--- src/rtl/core/scct_pkg.sv ---
package scct_pkg;

   localparam int TAG_W    = 32;
   localparam int OUT_IDX_W = 6;
   localparam int REL_W    = 6;

   // request kinds carried on tuser
   localparam logic [1:0] KIND_ACCESS      = 2'd0;
   localparam logic [1:0] KIND_RELEASE     = 2'd1;
   localparam logic [1:0] KIND_FLUSH       = 2'd2;
   localparam logic [1:0] KIND_FLUSH_CLEAR = 2'd3;

   typedef struct packed {
      logic                 no_victim;
      logic [TAG_W-1:0]     writeback_sector;
      logic                 writeback_valid;
      logic [TAG_W-1:0]     fill_sector;
      logic                 fill_valid;
      logic                 hit;
      logic [OUT_IDX_W-1:0] entry_index;
   } rsp_type;

endpackage

--- src/rtl/core/scct_ram.sv ---
module scct_ram #(
   parameter int WIDTH = 42,
   parameter int DEPTH = 64
) (
   input  logic                     clock,
   input  logic                     wr_en,
   input  logic [$clog2(DEPTH)-1:0] wr_addr,
   input  logic [WIDTH-1:0]         wr_data,
   input  logic                     rd_en,
   input  logic [$clog2(DEPTH)-1:0] rd_addr,
   output logic [WIDTH-1:0]         rd_data
);

   logic [WIDTH-1:0] mem_ff [DEPTH];

   always_ff @(posedge clock) begin
      if (wr_en) begin
         mem_ff[wr_addr] <= wr_data;
      end
      // hold read data between reads
      if (rd_en) begin
         rd_data <= mem_ff[rd_addr];
      end
   end

endmodule

--- src/rtl/core/sector_cache_clock_tags_core.sv ---
// Tag and state table of a fully associative sector cache with clock
// (second chance) replacement. Tag, pin count, dirty and accessed marks of
// every entry live in one RAM with a single read port; valid bits are flops.
// Each walk over the table visits one entry at a time (read, then
// evaluate and write back). An access walks the whole table for the
// lookup, then its decision waits while a result beat is still held on
// the output, and, when the table is full and a victim must be chosen, a
// second walk clears accessed marks. A release reads its entry, then
// lowers its pin count. A flush walks the table, waiting on result stalls.
// Flush results come out in index order, tlast on the final one; a flush
// with nothing dirty returns no beat. A release returns no beat.
module sector_cache_clock_tags_core #(
   parameter int ENTRIES  = 64,
   parameter int PIN_BITS = 8
) (
   input  logic        clock,
   input  logic        reset,
   input  logic        req_tvalid,
   output logic        req_tready,
   // sector[31:0], write_intent[32], release_index[38:33], zero[39]
   input  logic [39:0] req_tdata,
   // kind[1:0]
   input  logic [1:0]  req_tuser,
   output logic        rsp_tvalid,
   input  logic        rsp_tready,
   // entry_index[5:0], hit[6], fill_valid[7], fill_sector[39:8],
   // writeback_valid[40], writeback_sector[72:41], no_victim[73], zero[79:74]
   output logic [79:0] rsp_tdata,
   output logic        rsp_tlast
);

   import scct_pkg::*;

   localparam int IW     = $clog2(ENTRIES);
   localparam int CW     = $clog2(ENTRIES + 1);
   localparam int PIN_LO = TAG_W;
   localparam int DRT_B  = TAG_W + PIN_BITS;
   localparam int ACC_B  = TAG_W + PIN_BITS + 1;
   localparam int WW     = TAG_W + PIN_BITS + 2;

   localparam logic [3:0] S_IDLE   = 4'd0;
   localparam logic [3:0] S_LK_RD  = 4'd1;
   localparam logic [3:0] S_LK_EV  = 4'd2;
   localparam logic [3:0] S_DECIDE = 4'd3;
   localparam logic [3:0] S_CS_RD  = 4'd4;
   localparam logic [3:0] S_CS_EV  = 4'd5;
   localparam logic [3:0] S_REL_EV = 4'd6;
   localparam logic [3:0] S_FL_RD  = 4'd7;
   localparam logic [3:0] S_FL_EV  = 4'd8;
   localparam logic [3:0] S_FL_END = 4'd9;

   logic [3:0]         state_ff, state_in;
   logic [CW-1:0]      idx_ff, idx_in;
   logic [CW-1:0]      limit_ff, limit_in;
   logic [TAG_W-1:0]   sector_ff, sector_in;
   logic               wr_ff, wr_in;
   logic               clear_ff, clear_in;
   logic [IW-1:0]      rel_ff, rel_in;
   logic               hit_f_ff, hit_f_in;
   logic [IW-1:0]      hit_idx_ff, hit_idx_in;
   logic [WW-1:0]      hit_word_ff, hit_word_in;
   logic               free_f_ff, free_f_in;
   logic [IW-1:0]      free_idx_ff, free_idx_in;
   logic               unp_f_ff, unp_f_in;
   logic [IW-1:0]      unp_idx_ff, unp_idx_in;
   logic [WW-1:0]      unp_word_ff, unp_word_in;
   logic               clr_f_ff, clr_f_in;
   logic [IW-1:0]      clr_idx_ff, clr_idx_in;
   logic [WW-1:0]      clr_word_ff, clr_word_in;
   logic [IW-1:0]      victim_ff, victim_in;
   logic               pend_v_ff, pend_v_in;
   logic [IW-1:0]      pend_idx_ff, pend_idx_in;
   logic [TAG_W-1:0]   pend_tag_ff, pend_tag_in;
   logic               out_v_ff, out_v_in;
   logic               out_last_ff, out_last_in;
   rsp_type            out_ff, out_in;
   logic [ENTRIES-1:0] valid_ff, valid_in;

   logic               ram_wr_en, ram_rd_en;
   logic [IW-1:0]      ram_wr_addr, ram_rd_addr;
   logic [WW-1:0]      ram_wr_data, rd_word, vword;
   logic [IW-1:0]      idx;
   logic               cur_valid, out_free, idx_last;
   logic [PIN_BITS-1:0] cur_pin;

   scct_ram #(.WIDTH(WW), .DEPTH(ENTRIES)) u_ram (
      .clock   (clock),
      .wr_en   (ram_wr_en),
      .wr_addr (ram_wr_addr),
      .wr_data (ram_wr_data),
      .rd_en   (ram_rd_en),
      .rd_addr (ram_rd_addr),
      .rd_data (rd_word)
   );

   assign idx       = idx_ff[IW-1:0];
   assign idx_last  = (idx_ff == CW'(ENTRIES - 1));
   assign cur_valid = valid_ff[idx];
   assign cur_pin   = rd_word[DRT_B-1:PIN_LO];
   assign out_free  = !out_v_ff || rsp_tready;
   assign req_tready = (state_ff == S_IDLE);

   always_comb begin
      state_in    = state_ff;
      idx_in      = idx_ff;
      limit_in    = limit_ff;
      sector_in   = sector_ff;
      wr_in       = wr_ff;
      clear_in    = clear_ff;
      rel_in      = rel_ff;
      hit_f_in    = hit_f_ff;
      hit_idx_in  = hit_idx_ff;
      hit_word_in = hit_word_ff;
      free_f_in   = free_f_ff;
      free_idx_in = free_idx_ff;
      unp_f_in    = unp_f_ff;
      unp_idx_in  = unp_idx_ff;
      unp_word_in = unp_word_ff;
      clr_f_in    = clr_f_ff;
      clr_idx_in  = clr_idx_ff;
      clr_word_in = clr_word_ff;
      victim_in   = victim_ff;
      pend_v_in   = pend_v_ff;
      pend_idx_in = pend_idx_ff;
      pend_tag_in = pend_tag_ff;
      out_v_in    = out_v_ff && !rsp_tready;
      out_last_in = out_last_ff;
      out_in      = out_ff;
      valid_in    = valid_ff;
      ram_wr_en   = 1'b0;
      ram_wr_addr = idx;
      ram_wr_data = rd_word;
      ram_rd_en   = 1'b0;
      ram_rd_addr = idx;
      vword       = '0;

      unique case (state_ff)
         S_IDLE: begin
            if (req_tvalid) begin
               sector_in = req_tdata[31:0];
               wr_in     = req_tdata[32];
               rel_in    = IW'(req_tdata[38:33]);
               clear_in  = (req_tuser == KIND_FLUSH_CLEAR);
               idx_in    = '0;
               hit_f_in  = 1'b0;
               free_f_in = 1'b0;
               unp_f_in  = 1'b0;
               clr_f_in  = 1'b0;
               pend_v_in = 1'b0;
               priority case (req_tuser)
                  KIND_ACCESS: state_in = S_LK_RD;
                  KIND_RELEASE: begin
                     if (32'(req_tdata[38:33]) < ENTRIES) begin
                        ram_rd_en   = 1'b1;
                        ram_rd_addr = IW'(req_tdata[38:33]);
                        state_in    = S_REL_EV;
                     end
                  end
                  default: state_in = S_FL_RD;
               endcase
            end
         end
         S_LK_RD: begin
            ram_rd_en = 1'b1;
            state_in  = S_LK_EV;
         end
         S_LK_EV: begin
            if (cur_valid && rd_word[TAG_W-1:0] == sector_ff && !hit_f_ff) begin
               hit_f_in    = 1'b1;
               hit_idx_in  = idx;
               hit_word_in = rd_word;
            end
            if (!cur_valid && !free_f_ff) begin
               free_f_in   = 1'b1;
               free_idx_in = idx;
            end
            if (cur_valid && cur_pin == '0) begin
               if (!unp_f_ff) begin
                  unp_f_in    = 1'b1;
                  unp_idx_in  = idx;
                  unp_word_in = rd_word;
               end
               if (!rd_word[ACC_B] && !clr_f_ff) begin
                  clr_f_in    = 1'b1;
                  clr_idx_in  = idx;
                  clr_word_in = rd_word;
               end
            end
            if (idx_last) begin
               state_in = S_DECIDE;
            end else begin
               idx_in   = idx_ff + CW'(1);
               state_in = S_LK_RD;
            end
         end
         S_DECIDE: begin
            if (out_free) begin
               out_v_in    = 1'b1;
               out_last_in = 1'b1;
               out_in      = '0;
               state_in    = S_IDLE;
               priority if (hit_f_ff) begin
                  vword = hit_word_ff;
                  if (vword[DRT_B-1:PIN_LO] != '1) begin
                     vword[DRT_B-1:PIN_LO] = vword[DRT_B-1:PIN_LO] + PIN_BITS'(1);
                  end
                  vword[ACC_B] = 1'b1;
                  vword[DRT_B] = vword[DRT_B] | wr_ff;
                  ram_wr_en   = 1'b1;
                  ram_wr_addr = hit_idx_ff;
                  ram_wr_data = vword;
                  out_in.entry_index = OUT_IDX_W'(hit_idx_ff);
                  out_in.hit         = 1'b1;
               end else if (free_f_ff) begin
                  ram_wr_en   = 1'b1;
                  ram_wr_addr = free_idx_ff;
                  ram_wr_data = {1'b1, wr_ff, PIN_BITS'(1), sector_ff};
                  valid_in[free_idx_ff] = 1'b1;
                  out_in.entry_index = OUT_IDX_W'(free_idx_ff);
                  out_in.fill_valid  = 1'b1;
                  out_in.fill_sector = sector_ff;
               end else if (!unp_f_ff) begin
                  out_in.no_victim = 1'b1;
               end else begin
                  vword       = clr_f_ff ? clr_word_ff : unp_word_ff;
                  victim_in   = clr_f_ff ? clr_idx_ff : unp_idx_ff;
                  ram_wr_en   = 1'b1;
                  ram_wr_addr = victim_in;
                  ram_wr_data = {1'b1, wr_ff, PIN_BITS'(1), sector_ff};
                  out_in.entry_index = OUT_IDX_W'(victim_in);
                  out_in.fill_valid  = 1'b1;
                  out_in.fill_sector = sector_ff;
                  if (vword[DRT_B]) begin
                     out_in.writeback_valid  = 1'b1;
                     out_in.writeback_sector = vword[TAG_W-1:0];
                  end
                  // second chance: clear marks passed over before the victim
                  limit_in = clr_f_ff ? CW'(clr_idx_ff) : CW'(ENTRIES);
                  idx_in   = '0;
                  state_in = S_CS_RD;
               end
            end
         end
         S_CS_RD: begin
            if (idx_ff == limit_ff) begin
               state_in = S_IDLE;
            end else begin
               ram_rd_en = 1'b1;
               state_in  = S_CS_EV;
            end
         end
         S_CS_EV: begin
            if (idx != victim_ff && cur_pin == '0 && rd_word[ACC_B]) begin
               vword        = rd_word;
               vword[ACC_B] = 1'b0;
               ram_wr_en    = 1'b1;
               ram_wr_data  = vword;
            end
            idx_in   = idx_ff + CW'(1);
            state_in = S_CS_RD;
         end
         S_REL_EV: begin
            if (valid_ff[rel_ff] && cur_pin != '0) begin
               vword = rd_word;
               vword[DRT_B-1:PIN_LO] = cur_pin - PIN_BITS'(1);
               ram_wr_en   = 1'b1;
               ram_wr_addr = rel_ff;
               ram_wr_data = vword;
            end
            state_in = S_IDLE;
         end
         S_FL_RD: begin
            ram_rd_en = 1'b1;
            state_in  = S_FL_EV;
         end
         S_FL_EV: begin
            if (cur_valid && rd_word[DRT_B] && pend_v_ff && !out_free) begin
               state_in = S_FL_EV;
            end else begin
               if (cur_valid && rd_word[DRT_B]) begin
                  if (pend_v_ff) begin
                     out_v_in    = 1'b1;
                     out_last_in = 1'b0;
                     out_in      = '0;
                     out_in.entry_index      = OUT_IDX_W'(pend_idx_ff);
                     out_in.writeback_valid  = 1'b1;
                     out_in.writeback_sector = pend_tag_ff;
                  end
                  pend_v_in   = 1'b1;
                  pend_idx_in = idx;
                  pend_tag_in = rd_word[TAG_W-1:0];
                  vword        = rd_word;
                  vword[DRT_B] = 1'b0;
                  ram_wr_en    = 1'b1;
                  ram_wr_data  = vword;
               end
               if (idx_last) begin
                  state_in = S_FL_END;
               end else begin
                  idx_in   = idx_ff + CW'(1);
                  state_in = S_FL_RD;
               end
            end
         end
         S_FL_END: begin
            if (!pend_v_ff || out_free) begin
               if (pend_v_ff) begin
                  out_v_in    = 1'b1;
                  out_last_in = 1'b1;
                  out_in      = '0;
                  out_in.entry_index      = OUT_IDX_W'(pend_idx_ff);
                  out_in.writeback_valid  = 1'b1;
                  out_in.writeback_sector = pend_tag_ff;
               end
               pend_v_in = 1'b0;
               if (clear_ff) begin
                  valid_in = '0;
               end
               state_in = S_IDLE;
            end
         end
         default: state_in = S_IDLE;
      endcase
   end

   always_ff @(posedge clock) begin
      if (reset) begin
         state_ff  <= S_IDLE;
         out_v_ff  <= 1'b0;
         valid_ff  <= '0;
         pend_v_ff <= 1'b0;
         hit_f_ff  <= 1'b0;
         free_f_ff <= 1'b0;
         unp_f_ff  <= 1'b0;
         clr_f_ff  <= 1'b0;
         idx_ff    <= '0;
         limit_ff  <= '0;
      end else begin
         state_ff  <= state_in;
         out_v_ff  <= out_v_in;
         valid_ff  <= valid_in;
         pend_v_ff <= pend_v_in;
         hit_f_ff  <= hit_f_in;
         free_f_ff <= free_f_in;
         unp_f_ff  <= unp_f_in;
         clr_f_ff  <= clr_f_in;
         idx_ff    <= idx_in;
         limit_ff  <= limit_in;
      end
      sector_ff   <= sector_in;
      wr_ff       <= wr_in;
      clear_ff    <= clear_in;
      rel_ff      <= rel_in;
      hit_idx_ff  <= hit_idx_in;
      hit_word_ff <= hit_word_in;
      free_idx_ff <= free_idx_in;
      unp_idx_ff  <= unp_idx_in;
      unp_word_ff <= unp_word_in;
      clr_idx_ff  <= clr_idx_in;
      clr_word_ff <= clr_word_in;
      victim_ff   <= victim_in;
      pend_idx_ff <= pend_idx_in;
      pend_tag_ff <= pend_tag_in;
      out_last_ff <= out_last_in;
      out_ff      <= out_in;
   end

   assign rsp_tvalid = out_v_ff;
   assign rsp_tdata  = {6'b0, out_ff};
   assign rsp_tlast  = out_last_ff;

endmodule

--- config.mk ---
export PLATFORM = sky130hd
export DESIGN_NAME = sector_cache_clock_tags_core
export DESIGN_NICKNAME = d
export VERILOG_FILES = /design/src/rtl/core/scct_pkg.sv /design/src/rtl/core/scct_ram.sv /design/src/rtl/core/sector_cache_clock_tags_core.sv
export SDC_FILE = /design/constraint.sdc
export NUM_CORES = 2
export LEC_CHECK = 0
export BUFFER_PORTS_ARGS = -buffer_cell sky130_fd_sc_hd__buf_2
export CAP_MARGIN = 20
export CORE_MARGIN = 2
export CORE_UTILIZATION = 30
export DETAILED_ROUTE_END_ITERATION = 12
export GPL_ROUTABILITY_DRIVEN = 0
export SYNTH_ARGS = -nofsm -noshare
export SYNTH_HDL_FRONTEND = slang
export SYNTH_HIERARCHICAL = 1
export SYNTH_SLANG_ARGS = --single-unit
--- constraint.sdc ---
create_clock -name clock -period 15.45 [get_ports clock]
set_input_delay 0 -clock clock [delete_from_list [all_inputs] [get_ports clock]]
set_output_delay 0 -clock clock [all_outputs]
set_load 0.02 [all_outputs]
==> run_results.csv <==
group,metric,value,unit
cts,cts_buffers,328,
setup_path,crit_fanout,58,
floorplanning,die_x,636,um
cells_and_area,multi_input_area,0.0265,mm2
cells_and_area,nets,6228,
sta,fin_tns_setup,0,ns
cts,cts.path.max_buffers,4,
logic_synthesis,synth-edff-count,3020,
logic_synthesis,synth_cell_type_count,75,
placement,port_buffers,121,
logic_synthesis,synth_seq_area_share,0.771,
sta,finalCritPeriodShare,0.420,
cells_and_area,final_cell_mix,"edfxtp_1, mux4_2, clkbuf_16, buf_4, o22ai_1",
grt,track_usage,0.155,
setup_path,worstPathRequired,16.26,ns
floorplanning,num_io_pins,129,
flow_run,drv_cap,0,
grt,grt_max_degree,124,
cells_and_area,finalInstanceArea,0.139,mm2
cells_and_area,final_common_cell,"edfxtp_1",
cells_and_area,fillers,36574,
setup_path,reg2reg_from,"state_ff[2]",
logic_synthesis,syn_inst,5786,
cts,clk_pin_slew,0.06,ns
cts,post-cts-setup-buffers,0,
logic_synthesis,synth_mux_area_frac,0.142,
route,totalWireLength,324,mm
power_and_ir_drop,max-vdd-ir-drop,0.0948,mV
sta,min_period,6.49,ns
power_and_ir_drop,finalPower,20.4,mW
worst_hold_path,worstHoldStart,"reset",
placement,dpl-instance-area,0.128,mm2
setup_path,slowest_delay,0.99,ns
power_and_ir_drop,p_leak,41.3,nW
grt,grt_pass1_wl,456,mm
sta,fmax,0.154,GHz
setup_path,critical_path_class,"reg -> reg",
cts,clock-sinks,3108,
logic_synthesis,synth_top_family_by_area,"multiplexers",
cells_and_area,seq_area,0.0924,mm2
floorplanning,die_h,636,um
setup_path,cp-end-kind,"register",
logic_synthesis,synth.avg_cell_area,20.7,um2
floorplanning,design.die.area,0.405,mm2
grt,grt_pass1_vias,60633,
floorplanning,fp.coreArea,0.399,mm2
logic_synthesis,ys_async_sr_fraction,0,
grt,overflow,0,
logic_synthesis,syn-cell-area,0.120,mm2
setup_path,cp.buffers_inverters,3,
setup_path,critPathSlowestCell,"nor3_1",
logic_synthesis,synth_fa_ha_area_frac,0.000418,
sta,finalSetupViolCount,0,
sta,tightestPinTransition,1.19,ns
cells_and_area,post-route-util,0.348,
route,final_antenna_net_count,0,
setup_path,start_kind,"register",
logic_synthesis,synth_compound_area_frac,0.0374,
logic_synthesis,yosysTopAreaCellShare,0.757,
sta,hold_violations,0,
route,vias_per_cell,5.24,
route,drt_iter0_drc,7802,
cts,tritoncts,"built",
setup_path,cpLargestDelayFamily,"simple AND/OR/NAND/NOR gates",
floorplanning,rows,232,
cts,insertion_delay,0.96,ns
route,wl_per_cell,27.7,um
logic_synthesis,yosys_warnings,6,
setup_path,critPathLaunch,"state_ff[2]",
sta,clock_skew,0.0678,ns
cells_and_area,final_layout_size_suffix_gt1_frac,0.252,
placement,dp_hpwl,179,mm
logic_synthesis,synth_xor_area_frac,0.00351,
logic_synthesis,synth-simple-area-share,0.0298,
logic_synthesis,synth_ff_type,"edfxtp_1",
sta,drv_slew,0,
status,status,"complete, no violations",
logic_synthesis,synth_area_leaders,"edfxtp_1, mux4_2, dfxtp_1",
logic_synthesis,yosys.area.top_type,"edfxtp_1",
cts,cts_max_level,5,
cells_and_area,synthToLayoutAreaGrowth,15.7,%
power_and_ir_drop,powerDensity,147,mW/mm2
sta,slew_headroom,0.197,
logic_synthesis,synth-seq-cells,3108,
grt,antenna_found_initial,21,
sta,rsz0062_at_grt,"no",
placement,dp_cells,11019,
setup_path,worst_ep_arrival_time,7.30,ns
worst_hold_path,hold_class,"in -> reg",
floorplanning,initial_core_util,0.301,
route,dr.pass1.iters,6,
cts,clockRootBuffer,"clkbuf_16",
cells_and_area,fin_cells,11690,
route,drc,0,
setup_path,worstPathCellList,"nor2_1 -> nand2_1 -> inv_1 -> and2_2 -> nand3b_1 -> mux2_8 -> buf_4 -> buf_4 -> mux4_2 -> o22a_1 -> o221ai_1 -> nor3_1 -> o22a_1",
route,vias,61253,
-- routing by layer --
layer  GRT usage  part of all wire  wire length (um)  up-vias
met5           0          0.000055                18        -
met4      0.0432             0.028              8980        2
met3      0.0271             0.091             29400      524
met2       0.255              0.48            156000     3119
met1       0.212              0.40            130000    32718
li1            -                 -                 -    24890
-- path summary, 6_finish.rpt --
check | end | slack [ns] | cells past startpoint
max | u_ram/rd_data[29] | 8.96 | 13
min | limit_ff[2] | 0.08 | 3
max reg2reg | u_ram/rd_data[29] | 8.96 | 13
min reg2reg | valid_ff[52] | 0.49 | 2
-- power by group --
part | switching, mW | total, mW | internal, mW
registers | 0.226 | 10.3 | 10.1
clock network | 3.15 | 7.42 | 4.27
logic | 1.75 | 2.62 | 0.867
-- logic make-up (layout without fill, tap and decap cells) --
kind of cell             Yosys count  in the layout
adder cells (fa/ha/maj)            4              4
AO/OA/AOI/OAI                    670            670
buffers and inverters            368            997
XOR/XNOR                          48             48
AND/OR/NAND/NOR                  735            735
multiplexers                     852            852
other                              1             11
flip-flops                      3108           3108
-- layout make-up --
class | instances | share of cell area
Sequential cell | 3108 | 0.667
Multi-Input combinational cell | 2315 | 0.191
Clock buffer | 400 | 0.0617
Tap cell | 5265 | 0.0475
Timing Repair Buffer | 402 | 0.0224
Clock inverter | 172 | 0.00986
Inverter | 23 | 0.000623
Antenna cell | 5 | 0.0000902
-- sequential cells by signal, summed over array words and instances (netlist names), 32 cells and up --
| signal | cells |
|---|---|
| unp_word_ff | 33 |
| rsp_tdata | 74 |
| hit_word_ff | 41 |
| sector_ff | 32 |
| valid_ff | 64 |
| u_ram/mem_ff | 2688 |
| u_ram/rd_data | 42 |
| clr_word_ff | 33 |
| pend_tag_ff | 32 |
-- Yosys cell counts (6+ instances only) --
| master | number |
|---|---|
| edfxtp_1 | 3020 |
| mux4_2 | 669 |
| nor2_1 | 232 |
| o22ai_1 | 171 |
| nand2_1 | 159 |
| clkbuf_1 | 150 |
| mux2i_1 | 125 |
| a21oi_1 | 108 |
| buf_2 | 100 |
| o21ai_0 | 93 |
| dfxtp_1 | 88 |
| a22oi_1 | 79 |
| mux2_2 | 58 |
| nor2b_1 | 57 |
| nor3_1 | 52 |
| a211oi_1 | 50 |
| buf_4 | 49 |
| nand3_1 | 45 |
| and2_1 | 43 |
| o221ai_1 | 43 |
| xor2_1 | 38 |
| nor4_1 | 34 |
| o22a_1 | 34 |
| nand4_1 | 29 |
| buf_6 | 28 |
| inv_1 | 23 |
| nand2b_1 | 17 |
| buf_1 | 14 |
| nand3b_1 | 14 |
| a31oi_1 | 13 |
| o21a_1 | 13 |
| or2_2 | 12 |
| o211a_1 | 10 |
| o211ai_1 | 10 |
| xnor2_1 | 10 |
| nor3b_1 | 9 |
| or3_1 | 9 |
| a211o_1 | 6 |
| and3_1 | 6 |
| or3b_2 | 6 |
-- through the flow --
stage          hold WS [ns]  setup slack, ns
2_1_floorplan        0.0989             7.90
3_3_place_gp          0.180             8.89
3_5_place_dp          0.178             8.87
4_1_cts             0.00848             8.85
5_1_grt              0.0506             8.75
6_report             0.0752             8.96
-- worst reg2reg max path: stages, from the launching register on --
cell      delay (ns)
dfxtp_1         0.52
nor2_1          0.41
nand2_1         0.16
inv_1           0.12
and2_2          0.16
nand3b_1        0.50
mux2_8          0.81
buf_4           0.86
buf_4           0.88
mux4_2          0.44
o22a_1          0.14
o221ai_1        0.13
nor3_1          1.00
o22a_1          0.25
-- repair_timing --
action                    4_1_cts  5_1_grt
hold endpoints to repair      105        0
hold buffers                   87        0
gates resized for setup         0        0
Note: power is estimated with default switching activity, not from simulation.
